==> config.mk <==
export PLATFORM = sky130hd
export DESIGN_NAME = tga_rle_image_decoder_core
export DESIGN_NICKNAME = d
export VERILOG_FILES = /design/src/design/tgard_pkg.sv /design/src/design/tgard_fifo.sv /design/src/design/tgard_front.sv /design/src/design/tgard_back.sv /design/src/design/tga_rle_image_decoder_core.sv
export SDC_FILE = /design/constraint.sdc
export NUM_CORES = 1
export LEC_CHECK = 0
export BUFFER_PORTS_ARGS = -buffer_cell sky130_fd_sc_hd__buf_2
export CORE_AREA = 2 2 299 301
export DETAILED_ROUTE_END_ITERATION = 10
export DIE_AREA = 0 0 301 303
export GPL_ROUTABILITY_DRIVEN = 0
export GPL_TIMING_DRIVEN = 1
export SETUP_SLACK_MARGIN = 0.2
export SLEW_MARGIN = 20
export SYNTH_ARGS = -nofsm -noshare
export SYNTH_HDL_FRONTEND = slang
export SYNTH_SLANG_ARGS = --single-unit
==> constraint.sdc <==
create_clock -name clk_i -period 5.45 [get_ports clk_i]
set_input_delay 0.2725 -clock clk_i [delete_from_list [all_inputs] [get_ports clk_i]]
set_output_delay 0.2725 -clock clk_i [all_outputs]
set_load 0.01 [all_outputs]
==> src/design/tgard_pkg.sv <==
// ----------------------------------------------------------------------------
// tgard_pkg
// shared types and constants for the byte-serial tga decoder
// ----------------------------------------------------------------------------
package tgard_pkg;

  // header layout
  localparam int unsigned HeaderLen = 18;
  localparam int unsigned SigLen    = 12;

  localparam logic [4:0] IdxSigType = 5'd2;
  localparam logic [4:0] IdxWidthLo = 5'd12;
  localparam logic [4:0] IdxWidthHi = 5'd13;
  localparam logic [4:0] IdxHeightLo = 5'd14;
  localparam logic [4:0] IdxHeightHi = 5'd15;
  localparam logic [4:0] IdxDepth   = 5'd16;
  localparam logic [4:0] IdxLast    = 5'(HeaderLen - 1);
  localparam logic [4:0] IdxSigEnd  = 5'(SigLen);

  // byte values of interest
  localparam logic [7:0] TypePlain = 8'd2;
  localparam logic [7:0] TypeRle   = 8'd10;
  localparam logic [7:0] Depth24   = 8'd24;
  localparam logic [7:0] Depth32   = 8'd32;

  // error codes
  localparam logic ErrDepth = 1'b0;
  localparam logic ErrType  = 1'b1;

  typedef enum logic [1:0] {
    KIND_HEADER = 2'd0,
    KIND_RUN    = 2'd1,
    KIND_ERROR  = 2'd2
  } kind_e;

  typedef enum logic [2:0] {
    PH_HEADER,
    PH_RAW,
    PH_PKT_HDR,
    PH_PKT_DATA,
    PH_DONE
  } phase_e;

  // classified input byte
  typedef struct packed {
    logic [7:0] data_byte;
    logic       file_start;
    logic       is_zero;
    logic       is_plain;
    logic       is_rle;
    logic       is_d24;
    logic       is_d32;
  } tok_t;

  // one result item
  typedef struct packed {
    kind_e       kind;
    logic [31:0] pixel;
    logic [7:0]  run_length;
    logic [15:0] width;
    logic [15:0] height;
    logic        has_alpha;
    logic        error_code;
    logic        last;
  } res_t;

endpackage

==> src/design/tgard_fifo.sv <==
// ----------------------------------------------------------------------------
// tgard_fifo
// small synchronous queue on flip-flops, push/full and pop/empty
// ----------------------------------------------------------------------------
module tgard_fifo #(
  parameter int unsigned Depth = 4,
  parameter int unsigned Width = 8
) (
  input  logic             clk_i,
  input  logic             rst_ni,
  input  logic             push_i,
  input  logic [Width-1:0] wdata_i,
  output logic             full_o,
  input  logic             pop_i,
  output logic [Width-1:0] rdata_o,
  output logic             empty_o
);

  localparam int unsigned PtrW = (Depth > 1) ? $clog2(Depth) : 1;
  localparam int unsigned CntW = $clog2(Depth + 1);

  logic [Width-1:0] mem_q [Depth];
  logic [PtrW-1:0]  wr_ptr_q, wr_ptr_d;
  logic [PtrW-1:0]  rd_ptr_q, rd_ptr_d;
  logic [CntW-1:0]  count_q, count_d;
  logic             wr_en, rd_en;

  assign full_o  = (count_q == CntW'(Depth));
  assign empty_o = (count_q == '0);
  assign wr_en   = push_i && !full_o;
  assign rd_en   = pop_i && !empty_o;
  assign rdata_o = mem_q[rd_ptr_q];

  always_comb begin
    wr_ptr_d = wr_ptr_q;
    rd_ptr_d = rd_ptr_q;
    count_d  = count_q;
    if (wr_en) begin
      wr_ptr_d = (wr_ptr_q == PtrW'(Depth - 1)) ? '0 : wr_ptr_q + 1'b1;
    end
    if (rd_en) begin
      rd_ptr_d = (rd_ptr_q == PtrW'(Depth - 1)) ? '0 : rd_ptr_q + 1'b1;
    end
    if (wr_en && !rd_en) begin
      count_d = count_q + 1'b1;
    end else if (rd_en && !wr_en) begin
      count_d = count_q - 1'b1;
    end
  end

  always_ff @(posedge clk_i or negedge rst_ni) begin
    if (!rst_ni) begin
      wr_ptr_q <= '0;
      rd_ptr_q <= '0;
      count_q  <= '0;
    end else begin
      wr_ptr_q <= wr_ptr_d;
      rd_ptr_q <= rd_ptr_d;
      count_q  <= count_d;
    end
  end

  always_ff @(posedge clk_i) begin
    if (wr_en) begin
      mem_q[wr_ptr_q] <= wdata_i;
    end
  end

endmodule

==> src/design/tgard_front.sv <==
// ----------------------------------------------------------------------------
// tgard_front
// takes file bytes, tags them with the compares the parser needs, queues them
// ----------------------------------------------------------------------------
module tgard_front #(
  parameter int unsigned Depth = 4
) (
  input  logic          clk_i,
  input  logic          rst_ni,
  input  logic [7:0]    data_byte_i,
  input  logic          file_start_i,
  input  logic          push_i,
  output logic          full_o,
  output logic          tok_valid_o,
  output tgard_pkg::tok_t tok_o,
  input  logic          tok_pop_i
);
  import tgard_pkg::*;

  tok_t tok_in;
  logic tok_empty;

  always_comb begin
    tok_in.data_byte  = data_byte_i;
    tok_in.file_start = file_start_i;
    tok_in.is_zero    = (data_byte_i == 8'd0);
    tok_in.is_plain   = (data_byte_i == TypePlain);
    tok_in.is_rle     = (data_byte_i == TypeRle);
    tok_in.is_d24     = (data_byte_i == Depth24);
    tok_in.is_d32     = (data_byte_i == Depth32);
  end

  tgard_fifo #(
    .Depth (Depth),
    .Width ($bits(tok_t))
  ) u_tok_fifo (
    .clk_i   (clk_i),
    .rst_ni  (rst_ni),
    .push_i  (push_i),
    .wdata_i (tok_in),
    .full_o  (full_o),
    .pop_i   (tok_pop_i),
    .rdata_o (tok_o),
    .empty_o (tok_empty)
  );

  assign tok_valid_o = !tok_empty;

endmodule

==> src/design/tgard_back.sv <==
// ----------------------------------------------------------------------------
// tgard_back
// header parser and pixel run decoder, one tagged byte per cycle unless the result queue is full
// ----------------------------------------------------------------------------
module tgard_back (
  input  logic            clk_i,
  input  logic            rst_ni,
  input  logic            tok_valid_i,
  input  tgard_pkg::tok_t tok_i,
  output logic            tok_pop_o,
  input  logic            res_full_i,
  output logic            res_push_o,
  output tgard_pkg::res_t res_o
);
  import tgard_pkg::*;

  phase_e      phase_q, phase_d;
  logic [4:0]  idx_q, idx_d;
  logic [1:0]  sig_q, sig_d;
  logic [15:0] width_q, width_d;
  logic [15:0] height_q, height_d;
  logic        d24_q, d24_d;
  logic        d32_q, d32_d;
  logic [31:0] area_q;
  logic [31:0] left_q, left_d;
  logic        alpha_q, alpha_d;
  logic        rep_q, rep_d;
  logic [7:0]  pkt_q, pkt_d;
  logic [1:0]  bip_q, bip_d;
  logic [31:0] acc_q, acc_d;

  logic        advance;
  phase_e      cur_phase;
  logic [4:0]  cur_idx;
  logic [1:0]  cur_sig;
  logic [7:0]  b;
  logic [31:0] acc_new;
  logic        gath_done;
  logic        clip;
  logic [7:0]  run_len;
  logic [31:0] left_rem;
  logic        res_valid;

  assign advance   = tok_valid_i && !res_full_i;
  assign tok_pop_o = advance;
  assign res_push_o = advance && res_valid;

  // restart view of the state
  assign cur_phase = tok_i.file_start ? PH_HEADER : phase_q;
  assign cur_idx   = tok_i.file_start ? 5'd0 : idx_q;
  assign cur_sig   = tok_i.file_start ? 2'b11 : sig_q;
  assign b         = tok_i.data_byte;

  // pixel gathering
  assign acc_new   = acc_q | ({24'd0, b} << {bip_q, 3'b000});
  assign gath_done = (bip_q == 2'd3) || ((bip_q == 2'd2) && !alpha_q);

  // run length, clipped to the pixels left
  assign clip     = (left_q < {24'd0, pkt_q});
  assign run_len  = (cur_phase == PH_PKT_DATA && rep_q) ?
                    (clip ? left_q[7:0] : pkt_q) : 8'd1;
  assign left_rem = left_q - {24'd0, run_len};

  always_comb begin
    phase_d  = cur_phase;
    idx_d    = cur_idx;
    sig_d    = cur_sig;
    width_d  = width_q;
    height_d = height_q;
    d24_d    = d24_q;
    d32_d    = d32_q;
    left_d   = left_q;
    alpha_d  = alpha_q;
    rep_d    = rep_q;
    pkt_d    = pkt_q;
    bip_d    = bip_q;
    acc_d    = acc_q;
    res_valid = 1'b0;
    res_o    = '0;

    case (cur_phase)
      PH_HEADER: begin
        idx_d = cur_idx + 5'd1;
        if (cur_idx < IdxSigEnd) begin
          if (cur_idx == IdxSigType) begin
            if (!tok_i.is_plain) sig_d[0] = 1'b0;
            if (!tok_i.is_rle) sig_d[1] = 1'b0;
          end else if (!tok_i.is_zero) begin
            sig_d = 2'b00;
          end
        end else if (cur_idx == IdxWidthLo) begin
          width_d[7:0] = b;
        end else if (cur_idx == IdxWidthHi) begin
          width_d[15:8] = b;
        end else if (cur_idx == IdxHeightLo) begin
          height_d[7:0] = b;
        end else if (cur_idx == IdxHeightHi) begin
          height_d[15:8] = b;
        end else if (cur_idx == IdxDepth) begin
          d24_d = tok_i.is_d24;
          d32_d = tok_i.is_d32;
        end
        if (cur_idx == IdxLast) begin
          res_valid = 1'b1;
          res_o.last = 1'b1;
          if (!d24_q && !d32_q) begin
            res_o.kind       = KIND_ERROR;
            res_o.error_code = ErrDepth;
            phase_d          = PH_DONE;
          end else if (cur_sig == 2'b00) begin
            res_o.kind       = KIND_ERROR;
            res_o.error_code = ErrType;
            phase_d          = PH_DONE;
          end else begin
            res_o.kind      = KIND_HEADER;
            res_o.width     = width_q;
            res_o.height    = height_q;
            res_o.has_alpha = d32_q;
            res_o.last      = (area_q == 32'd0);
            alpha_d         = d32_q;
            left_d          = area_q;
            bip_d           = 2'd0;
            acc_d           = 32'd0;
            if (area_q == 32'd0) begin
              phase_d = PH_DONE;
            end else if (cur_sig[0]) begin
              phase_d = PH_RAW;
            end else begin
              phase_d = PH_PKT_HDR;
            end
          end
        end
      end
      PH_RAW, PH_PKT_DATA: begin
        bip_d = gath_done ? 2'd0 : bip_q + 2'd1;
        acc_d = acc_new;
        if (gath_done) begin
          res_valid        = 1'b1;
          res_o.kind       = KIND_RUN;
          res_o.pixel      = acc_new;
          res_o.run_length = run_len;
          res_o.last       = (left_rem == 32'd0);
          left_d           = left_rem;
          acc_d            = 32'd0;
          if (cur_phase == PH_PKT_DATA) begin
            pkt_d = rep_q ? 8'd0 : pkt_q - 8'd1;
          end
          if (left_rem == 32'd0) begin
            phase_d = PH_DONE;
          end else if (cur_phase == PH_PKT_DATA && (rep_q || pkt_q == 8'd1)) begin
            phase_d = PH_PKT_HDR;
          end
        end
      end
      PH_PKT_HDR: begin
        rep_d   = b[7];
        pkt_d   = b[7] ? {1'b0, b[6:0]} + 8'd1 : b + 8'd1;
        bip_d   = 2'd0;
        acc_d   = 32'd0;
        phase_d = PH_PKT_DATA;
      end
      PH_DONE: begin
        idx_d = cur_idx;
      end
      default: begin
        phase_d = PH_DONE;
      end
    endcase
  end

  always_ff @(posedge clk_i or negedge rst_ni) begin
    if (!rst_ni) begin
      phase_q <= PH_HEADER;
      idx_q   <= 5'd0;
      sig_q   <= 2'b11;
      left_q  <= 32'd0;
      alpha_q <= 1'b0;
      rep_q   <= 1'b0;
      pkt_q   <= 8'd0;
      bip_q   <= 2'd0;
    end else if (advance) begin
      phase_q <= phase_d;
      idx_q   <= idx_d;
      sig_q   <= sig_d;
      left_q  <= left_d;
      alpha_q <= alpha_d;
      rep_q   <= rep_d;
      pkt_q   <= pkt_d;
      bip_q   <= bip_d;
    end
  end

  // payload registers; the image area is registered one byte after height
  always_ff @(posedge clk_i) begin
    if (advance) begin
      width_q  <= width_d;
      height_q <= height_d;
      d24_q    <= d24_d;
      d32_q    <= d32_d;
      acc_q    <= acc_d;
      area_q   <= {16'd0, width_q} * {16'd0, height_q};
    end
  end

endmodule

==> src/design/tga_rle_image_decoder_core.sv <==
// ----------------------------------------------------------------------------
// tga_rle_image_decoder_core
// byte-serial tga decoder (uncompressed type 2 and rle type 10) giving
// header info, pixel runs and errors
// ----------------------------------------------------------------------------
//
//  channel  | direction | handshake         | payload
//  ---------+-----------+-------------------+----------------------------------
//  bytes    | in        | push / full       | data_byte_i, file_start_i
//  results  | out       | pop / empty       | kind_o, pixel_o, run_length_o,
//           |           |                   | width_o, height_o, has_alpha_o,
//           |           |                   | error_code_o, last_o
//
// one byte per cycle sustained while the result queue has room; a result
// reaches the output queue from its byte through the byte queue, then the
// parser, and can be popped from there
// the parser handles each byte combinationally; the image area product is
// registered on header byte 16 and used on byte 17
// reset clears both queues and returns the parser to the start of a header
// the parser stalls only when the result queue is full; the byte side stalls
// only when the byte queue is full, so each side can wait on its own
//
module tga_rle_image_decoder_core #(
  parameter int unsigned TOKEN_DEPTH  = 4,
  parameter int unsigned RESULT_DEPTH = 4
) (
  input  logic        clk_i,
  input  logic        rst_ni,
  // byte channel
  input  logic        push,
  output logic        full,
  input  logic [7:0]  data_byte_i,
  input  logic        file_start_i,
  // result channel
  output logic        empty,
  input  logic        pop,
  output logic [1:0]  kind_o,
  output logic [31:0] pixel_o,
  output logic [7:0]  run_length_o,
  output logic [15:0] width_o,
  output logic [15:0] height_o,
  output logic        has_alpha_o,
  output logic        error_code_o,
  output logic        last_o
);
  import tgard_pkg::*;

  tok_t tok;
  logic tok_valid;
  logic tok_pop;
  res_t res_in;
  res_t res_out;
  logic res_push;
  logic res_full;

  // front: classify and queue the incoming bytes
  tgard_front #(
    .Depth (TOKEN_DEPTH)
  ) u_front (
    .clk_i        (clk_i),
    .rst_ni       (rst_ni),
    .data_byte_i  (data_byte_i),
    .file_start_i (file_start_i),
    .push_i       (push),
    .full_o       (full),
    .tok_valid_o  (tok_valid),
    .tok_o        (tok),
    .tok_pop_i    (tok_pop)
  );

  // back: header parse and run decode
  tgard_back u_back (
    .clk_i       (clk_i),
    .rst_ni      (rst_ni),
    .tok_valid_i (tok_valid),
    .tok_i       (tok),
    .tok_pop_o   (tok_pop),
    .res_full_i  (res_full),
    .res_push_o  (res_push),
    .res_o       (res_in)
  );

  // result queue; a finished result waits here while the parser goes on
  tgard_fifo #(
    .Depth (RESULT_DEPTH),
    .Width ($bits(res_t))
  ) u_res_fifo (
    .clk_i   (clk_i),
    .rst_ni  (rst_ni),
    .push_i  (res_push),
    .wdata_i (res_in),
    .full_o  (res_full),
    .pop_i   (pop),
    .rdata_o (res_out),
    .empty_o (empty)
  );

  assign kind_o       = res_out.kind;
  assign pixel_o      = res_out.pixel;
  assign run_length_o = res_out.run_length;
  assign width_o      = res_out.width;
  assign height_o     = res_out.height;
  assign has_alpha_o  = res_out.has_alpha;
  assign error_code_o = res_out.error_code;
  assign last_o       = res_out.last;

endmodule

* Yosys cells after proc, flatten, opt, wreduce, memory -nomap -nowiden *
Memory sizes are Yosys's and may differ from the RTL's.
Cells that the tools add are included.

storage, ports and cells
  flip-flop bits (word level) = 166
  memory bits (writable) = 364
  output and inout bits = 79
  logic and storage cells = 201
  memories = 2

cells by class
  add/sub/neg operators = 14
  multipliers = 1
  order comparisons = 2
  equal/unequal tests = 29
  shift-type cells = 1
  mux-type cells = 72
  bitwise logic cells = 8
  reduce and logical (&&, ||, !) cells = 50

memory list
  name                      words  bits a word  read ports  clocked after Yosys merged registers in  wr ports  line              text
  u_res_fifo.mem_q          4      77           1           0                                        1         tgard_fifo.sv:22  logic [Width-1:0] mem_q [Depth];
  u_front.u_tok_fifo.mem_q  4      14           1           0                                        1         tgard_fifo.sv:22

operator list
  kind                                            number
  two-way mux 32 bit                              8
  one-hot mux 32 bit (3 select lines)             1
  two-way mux 33 bit                              2
  logical NOT 32 bit                              2
  one-hot mux 32 bit (2 select lines)             1
  two-way mux 8 bit                               6
  two-way mux 41 bit                              1
  two-way mux 40 bit                              1
  two-way mux 3 bit                               12
  two-way mux 35 bit                              1
  two-way mux 2 bit                               17
  two-way mux 34 bit                              1
  less-than comparator 32 x 8 -> 1 bit            1
  multiplier 16 x 16 -> 32 bit                    1
  OR 32 bit                                       1
  << shifter 8 x 5 -> 32 bit                      1
  subtractor 32 x 8 -> 32 bit                     1
  == test 5 x 4 -> 1 bit (second input constant)  4
  one-hot mux 8 bit (2 select lines)              1
  AND reduction 5 bit                             3
  logical AND 1 bit                               14
  two-way mux 1 bit                               13
  == test 2 bit (second input constant)           6
  one-hot mux 3 bit (4 select lines)              1
  38 further kinds                                77

* Depth between registers and ports, before layout *
Gate-level depths: netlist (run 1).

  depth in word-level cells = 11
  gate-level depth with buffers = 23

* Cells and area by module *
From an unflattened synthesis (run 1), not the netlist that was laid out.

second synthesis, totals
  cells, all modules = 2366
  area, all modules = 30650.6 µm²

modules (own cells, without submodules)
  module                            instances  cells an instance  area an instance (µm²)
  tgard_back                        1          1804               16525.8
  tgard_fifo at u_res_fifo          1          440                11554.8
  tgard_fifo at u_front.u_tok_fifo  1          110                2481.1
  tgard_front                       1          12                 88.8

* Worst setup path after synthesis (run 1) *
No wires, ideal clock.

  path kind = reg2reg
  start = register u_back.height_q[4]
  end = register u_back.area_q[30], data pin
  setup time = 0.258 ns
  arrival = 5.812 ns
  required time = 5.192 ns
  setup slack = -0.619 ns
  stages on the path, launching flop included = 24
  buffers on the path = 2
  path through = edfxtp_1 clkbuf_1 clkbuf_1 nand2_1 fa_1 inv_1 fa_1 inv_1 fa_1 fa_1 inv_1 fa_1 inv_1 fa_1 inv_1 ha_1 and3_1 o21ai_0 and2_1 o211ai_1 a31o_2 a211o_1 a21oi_1 xnor2_1

on the way
  longest elaborated chain between the ends = 1

RTL lines
  item                          line               text
  from (decl)                   tgard_back.sv:21   logic [15:0] height_q, height_d;
  from (signal assigned)        tgard_back.sv:197  height_q <= height_d;
  multiplier 16 x 16 -> 32 bit  tgard_back.sv:201  area_q <= {16'd0, width_q} * {16'd0, height_q};
  to (signal assigned)          tgard_back.sv:201
  to (decl)                     tgard_back.sv:24   logic [31:0] area_q;

No other way between the ends.
A chain may end at the register's enable or synchronous reset.

* Final worst setup path (run 1) *
  start = register u_back.width_q[6]
  end = register u_back.area_q[30], data pin

on the way
  longest elaborated chain between the ends = 1

RTL lines
  item                          line               text
  from (decl)                   tgard_back.sv:20   logic [15:0] width_q, width_d;
  from (signal assigned)        tgard_back.sv:196  width_q <= width_d;
  multiplier 16 x 16 -> 32 bit  tgard_back.sv:201

No other way between the ends.

==> results of run 1 <==
[cell families (layout without fill, tap and decap cells)]
family	after synthesis	after routing	synth area share
AO/OA/AOI/OAI	291	291	0.0594
XOR/XNOR	51	51	0.0146
adder cells (fa/ha/maj)	338	338	0.187
buffers and inverters	367	721	0.0457
flip-flops	530	530	0.509
multiplexers	107	107	0.0728
AND/OR/NAND/NOR	700	700	0.111
[area by class of cell]
class,count,area [um2]
timing repair buffer,367,2790
clock buffer,59,1330
fill,8015,51100
tap,1165,1460
clock inverter,39,305
multi-input combinational,1487,14500
inverter,256,961
sequential,530,15600
[path summary, 6_finish.rpt]
kind	end	from	cells past startpoint
setup / recovery	u_back.area_q[30]$_DFFE_PP_	u_back.width_q[6]$_DFFE_PP_	22
setup reg to reg	u_back.area_q[30]$_DFFE_PP_	u_back.width_q[6]$_DFFE_PP_	22
hold / removal	u_res_fifo.rd_ptr_q[0]$_DFFE_PN0P_	pop	3
min in group asynchronous	u_back.left_q[24]$_DFFE_PN0P_	rst_ni	2
hold reg to reg	u_front.u_tok_fifo.count_q[2]$_DFFE_PN0P_	u_front.u_tok_fifo.count_q[2]$_DFFE_PN0P_	1
max in group asynchronous	u_res_fifo.rd_ptr_q[0]$_DFFE_PN0P_	rst_ni	3
[report_power, final]
group          internal, mW  switching, mW  leakage (nW)
combinational          2.03           2.66          8.54
clock                  1.87           1.57         0.789
sequential             5.14          0.567          4.89
[worst reg2reg max path: cells and delay by family, from the launching register on]
kind,cells,cell delay (ns)
flops,1,0.46
buf+inv,6,0.48
xor+xnor,1,0.09
fa+ha+maj,7,3.02
simple gates,1,0.14
compound gates,7,1.35
[layer usage]
| metal | track usage | up-vias |
|---|---|---|
| li1 | - | 8965 |
| met1 | 0.209 | 9971 |
| met2 | 0.265 | 568 |
| met3 | 0.0299 | 118 |
| met4 | 0.0428 | 0 |
| met5 | 0 | - |
[registers in the layout (all words and copies together), names as in the netlist]
signal,count
u_res_fifo.rd_ptr_q,2
u_res_fifo.mem_q,308
u_res_fifo.count_q,3
u_back.sig_q,2
u_front.u_tok_fifo.mem_q,56
u_back.phase_q,3
u_front.u_tok_fifo.rd_ptr_q,2
u_res_fifo.wr_ptr_q,2
u_back.idx_q,5
u_back.rep_q,1
u_front.u_tok_fifo.wr_ptr_q,2
u_back.left_q,32
u_back.width_q,16
u_back.height_q,16
u_back.alpha_q,1
u_front.u_tok_fifo.count_q,3
u_back.area_q,32
u_back.d24_q,1
u_back.d32_q,1
u_back.acc_q,32
u_back.bip_q,2
u_back.pkt_q,8
[what timing repair did]
item / CTS / global route
pin swaps: 38 / 54
buffers inserted: 40 / 23
setup endpoints to repair: 28 / 29
endpoints found under the hold margin: 52 / 0
resized for setup: 78 / 85
hold buffers: 10 / 0
[placed cells by master, fill, tap and decap left out, types with 11 or more instances in the layout]
cell type	instances
ha_4	17
and2_1	126
inv_2	17
xnor2_1	28
o21ai_0	65
buf_2	91
a21oi_1	81
nor4_1	13
inv_1	239
nand2_1	239
mux2_2	13
buf_4	228
buf_6	26
fa_1	190
nand3_1	14
nor2_1	155
o21a_1	12
buf_12	11
a21oi_2	12
edfxtp_1	462
dfrtp_1	64
a21o_1	20
clkinv_2	12
clkbuf_16	52
a31oi_1	13
ha_1	120
mux4_2	91
nor3_1	27
xor2_1	18
nand4_1	12
[through the flow]
step / utilization / setup slack [ns]
after floorplan: - / -0.122
after global placement: 0.385 / -0.367
after detailed placement: 0.385 / -0.496
after CTS: 0.413 / -0.346
after global routing: 0.419 / -0.512
final: 0.419 / -0.342
[cells in the mapped netlist, drive strengths merged, types with 4 or more instances]
library cell,instances
a22o,6
nand2b,8
nor2,159
o211ai,8
clkbuf,93
and3,6
fa,197
nand2,254
xnor2,30
a22oi,6
and2,136
ha,141
o21bai,4
or4,7
nor2b,11
nor4,19
a21o,21
mux2,14
or3,15
mux4,91
nor3b,7
dfrtp,66
o21a,12
edfxtp,462
o21ai,76
a31oi,17
or2,4
o22ai,6
nand3,17
buf,18
nor4b,4
a21oi,94
nand4,13
nor3,29
inv,256
xor2,21
==> impl_metrics.yaml, run 1 <==
status:
  outcome: "complete, but fails checks"
  violations: "negative setup slack"
global_routing:
  track_usage: 0.158
  first_global_vias: 20600
  grt_overflow: 0
  grt_pass1_wl_um: 113000
  grt_start_max_net_pins: 53
  grt_antenna_before_repair: 3
drt:
  drtIter0Drc: 1472
  num_vias: 19600
  met2WireLength_um: 35300
  wl_met3_um: 4510
  routed.top_layer: "met4"
  drt-total-wl_um: 72400
  viasPerCell: 5.03
  met1_length_um: 30700
  drtAntennaViolNets: 0
  firstDrtPassIters: 5
  post_drt_wl_per_cell_um: 18.5
  drc: 0
timing:
  hold_violations: 0
  fin_setup_tns_ns: -4.06
  fin_ws_ns: -0.342
  drv_slew: 0
  finalSetupViolCount: 24
  fmax_ghz: 0.173
  slew_headroom: 0.353
  finalCriticalPeriod_ns: 5.79
  rsz0062_at_grt: "yes"
  min_period_over_period: 1.06
  worstMarginPinSlew_ns: 0.971
  holdWs_ns: 0.0502
  skew_ns: 0.0217
synth:
  ys_seq_elements: 530
  yosysTopAreaCell: "edfxtp_1"
  syn_nets: 2735
  synth_area_mm2: 0.0306
  synth-edff-count: 462
  ys_warn_count: 0
  synth-main-ff-cell: "edfxtp_1"
  seq_area_frac_synth: 0.509
  syn_area_per_cell_um2: 12.8
  synth.area.top_cells: "edfxtp_1 45%, fa_1 13%, mux4_2 6.7%"
  ys_types: 80
  syn_inst: 2384
  synthDominantCellAreaShare: 0.454
  async_flop_share: 0.128
setup_path:
  crit_path_max_fanout: 7
  required_ns: 5.80
  slowest_delay_ns: 0.59
  crit_top_cell: "fa_1"
  critical_path_class: "register to register"
  r2r_slack_ns: -0.34
  crit_path_top_delay_cell: "fa_2"
  cp-end-kind: "register"
  crit_family: "adder cells"
  cp_num_buf_inv: 6
  path_cells: "buf_4 -> buf_6 -> and2_4 -> fa_1 -> inv_2 -> fa_1 -> inv_1 -> ha_2 -> fa_1 -> inv_2 -> fa_1 -> inv_2 -> fa_2 -> ha_4 -> o21a_1 -> o21a_1 -> o2111ai_2 -> o211ai_1 -> a31o_2 -> a211o_1 -> a21oi_2 -> xnor2_1"
  startpoint_type: "register"
  crit_arrival_ns: 6.14
clock_tree:
  cts_root_buf: "clkbuf_16"
  cts_buffer_depth: 3
  numCtsBuffers: 52
  clock-sinks: 530
  cts_tree: "done"
  clk_pin_slew_ns: 0.06
  clock_latency_ns: 0.61
  htree_levels: 2
pwr:
  power_density_mw_per_mm2: 375
  peakVddDrop_uv: 321
  power_mw: 13.8
  p_leak_nw: 14.2
final_layout:
  layout.nets: 3045
  drive_gt1_frac: 0.257
  area_delta_synth_final_pct: 20.6
  postLayoutCellArea_mm2: 0.0369
  antenna_cells: 0
  fin_cells: 3903
die:
  rows: 109
  die_w_um: 301
  core-area_mm2: 0.0880
  ioPinCount: 92
  initial_utilization: 0.348
  die_y_um: 303
  die_area_mm2: 0.0912
placement:
  port_buffers: 91
  dpl-instance-area_mm2: 0.0339
  dpl.hpwl_um: 51500
  dp_cells: 3732
hold_path:
  min_path_type: "input port to register"
job:
  drv_cap: 0
Note: power is estimated with default switching activity, not from simulation.
==> inputs of run 2 (changes only) <==
Settings changed: CORE_AREA 2 2 299 301 to 2 2 216 218, DIE_AREA 0 0 301 303 to 0 0 218 220, PLACE_DENSITY set to 0.85, RECOVER_POWER set to 50.
Clock period 5.45 ns to 6.8 ns, I/O delays scaled along.
==> run 2 against run 1 <==
  * The flow finishes with violations (max-capacitance violations, max-slew violations)
  * Clock power is 9.9% lower
  * Combinational power fell by 26%
  * Total power shrank 19%
  * Worst setup slack better by 0.73 ns
  * Non-clock buffer count down 212
  * Worst hold slack better by 0.10 ns
  * Sequential share of layout area grew 4.1 points
  * Count of clock-buffer cells in the layout increased by 8
  * Routed wire length rose by 8.4%
  * Clock skew rose by 0.015 ns
==> impl_metrics.yaml, run 2 (same netlist as run 1, synthesis figures left out) <==
status:
  outcome: "complete, but fails checks"
  violations: "max-capacitance violations, max-slew violations"
timing:
  finalCriticalPeriod_ns: 6.41
  worstMarginPinSlew_ns: 3.29
  drv_slew: 221
  min_period_over_period: 0.943
  hold_violations: 0
  holdWs_ns: 0.150
  slew_headroom: -1.19
  rsz0062_at_grt: "yes"
  skew_ns: 0.0365
  fmax_ghz: 0.156
  finalSetupViolCount: 0
  fin_setup_tns_ns: 0
final_layout:
  antenna_cells: 0
  area_delta_synth_final_pct: 9.89
  mostFrequentLayoutCell: "edfxtp_1"
  reg_top3: "u_res_fifo.mem_q (308), u_front.u_tok_fifo.mem_q (56)"
  largest_reg_flops: 308
  drive_gt1_frac: 0.115
  fin_util: 0.733
  fillerInstances: 2647
  layout.nets: 2833
  largest_register: "u_res_fifo.mem_q"
  most-common-layout-cells: "462 x edfxtp_1, 256 x inv_1, 254 x nand2_1, 197 x fa_1, 159 x nor2_1"
drt:
  post_drt_wl_per_cell_um: 25.0
  drtIter0Drc: 2934
  drtAntennaViolNets: 0
  num_vias: 20600
  viasPerCell: 6.59
  drc: 0
  firstDrtPassIters: 6
  drt-total-wl_um: 78500
setup_path:
  critical_path_class: "register to register"
  timing.rr.start: "u_back.height_q[13]$_DFFE_PP_"
  crit_arrival_ns: 6.75
  r2r-end: "u_back.area_q[30]$_DFFE_PP_"
  cp-end-kind: "register"
  crit_path_max_fanout: 17
  required_ns: 7.14
  startpoint_type: "register"
  r2r_slack_ns: 0.39
  r2r_cells: 19
pwr:
  p_int_mw: 7.22
  power_density_mw_per_mm2: 333
  combPwrFrac: 0.308
  peakVddDrop_uv: 319
  pwr-share-seq: 0.416
  p_leak_nw: 12.9
  p_clk_frac: 0.276
  switching_share: 0.355
  power.switching_mw: 3.98
die:
  die_w_um: 218
  initial_utilization: 0.667
  core-area_mm2: 0.0459
  ioPinCount: 92
  die_y_um: 220
  rows: 79
  die_area_mm2: 0.0480
global_routing:
  grt_pass1_wl_um: 120000
  grt_overflow: 0
  grt_start_max_net_pins: 69
  first_global_vias: 20800
  track_usage: 0.330
  grt_antenna_before_repair: 1
hold_path:
  holdPathEnd: "u_front.u_tok_fifo.mem_q[1][9]$_DFFE_PP_"
  min_path_type: "input port to register"
  hold_start: "data_byte_i[3]"
  hold_depth: 1
job:
  drv_cap: 5
clock_tree:
  cts_tree: "done"
  clock_latency_ns: 0.62
  numCtsBuffers: 52
  clk_pin_slew_ns: 0.07
  htree_levels: 2
  cts_buffer_depth: 3
  cts_root_buf: "clkbuf_16"
  clock-sinks: 530
placement:
  port_buffers: 91
  dpl.hpwl_um: 48100
==> run 2: changes by cell type in the layout (fill, tap and decap cells not counted), moves of 15 or more <==
cell	previous run	this run
nand2_1	239	254
inv_1	239	256
inv_2	17	0
clkbuf_1	7	94
ha_1	120	141
buf_6	26	0
ha_4	17	0
buf_4	228	45
buf_2	91	14
==> run 2: how the worst max path moves through the flow <==
stage / startpoint / endpoint / cells past startpoint
after floorplan: u_back.height_q[4]$_DFFE_PP_ / u_back.area_q[30]$_DFFE_PP_ / 23
after global placement: u_back.width_q[13]$_DFFE_PP_ / u_back.area_q[30]$_DFFE_PP_ / 21
after detailed placement: u_back.width_q[13]$_DFFE_PP_ / u_back.area_q[30]$_DFFE_PP_ / 21
after CTS: u_back.height_q[4]$_DFFE_PP_ / u_back.area_q[30]$_DFFE_PP_ / 21
after global routing: u_back.width_q[6]$_DFFE_PP_ / u_back.area_q[30]$_DFFE_PP_ / 22
final: u_back.height_q[13]$_DFFE_PP_ / u_back.area_q[30]$_DFFE_PP_ / 19
==> run 2: power by group through the flow <==
stage          clock network [mW]  registers (mW)  logic, mW
2_1_floorplan                   0            4.39       2.41
3_3_place_gp                    0            4.62       3.15
3_5_place_dp                    0            4.66       3.28
4_1_cts                      3.08            4.62       3.41
5_1_grt                      3.20            4.70       3.68
6_report                     3.10            4.66       3.45
==> run 2: per-stage QoR <==
stage | cell area [um2] | setup WS (ns) | instances | power, mW
detailed placement | 31600 | 0.404 | 3002 | 7.94
global route | 33600 | 0.169 | 3133 | 11.6
CTS | 33500 | 0.362 | 3108 | 11.1
finish | 33600 | 0.391 | 3133 | 11.2
floorplan | 30600 | 0.731 | 2384 | 6.80
global placement | 31600 | 0.536 | 3002 | 7.77
==> run 2: what timing repair did <==
action,in CTS,in global routing
endpoints found under the hold margin,94,0
setup endpoints to repair,0,4
resized for setup,0,1
hold buffers,8,0
buffers inserted,0,24
==> run 2: final cells by class <==
type,count,area [um2],share of cell area
clock inverter,31,413,0.0123
clock buffer,67,1430,0.0425
timing repair buffer,155,836,0.0249
tap,607,759,0.0226
inverter,256,961,0.0286
multi-input combinational,1487,13600,0.406
sequential,530,15600,0.464
==> run 2: worst max-delay path, stage by stage (launching register included) <==
cell and delay (ns):
edfxtp_1 0.81, nand2_1 0.29, fa_1 0.57, fa_1 0.50, inv_1 0.05, fa_1 0.47, inv_1 0.07, fa_1 0.45
fa_1 0.50, inv_1 0.05, fa_1 0.44, ha_1 0.36, a21o_1 0.18, a21o_1 0.17, a21oi_1 0.17, o211ai_1 0.21
a31o_2 0.34, a211o_1 0.26, a21oi_1 0.18, xnor2_1 0.08
==> run 2: layer usage <==
layer	global-route usage	share of wire
met1	0.418	0.34
met2	0.552	0.50
met3	0.0665	0.10
met4	0.154	0.051
met5	0	0
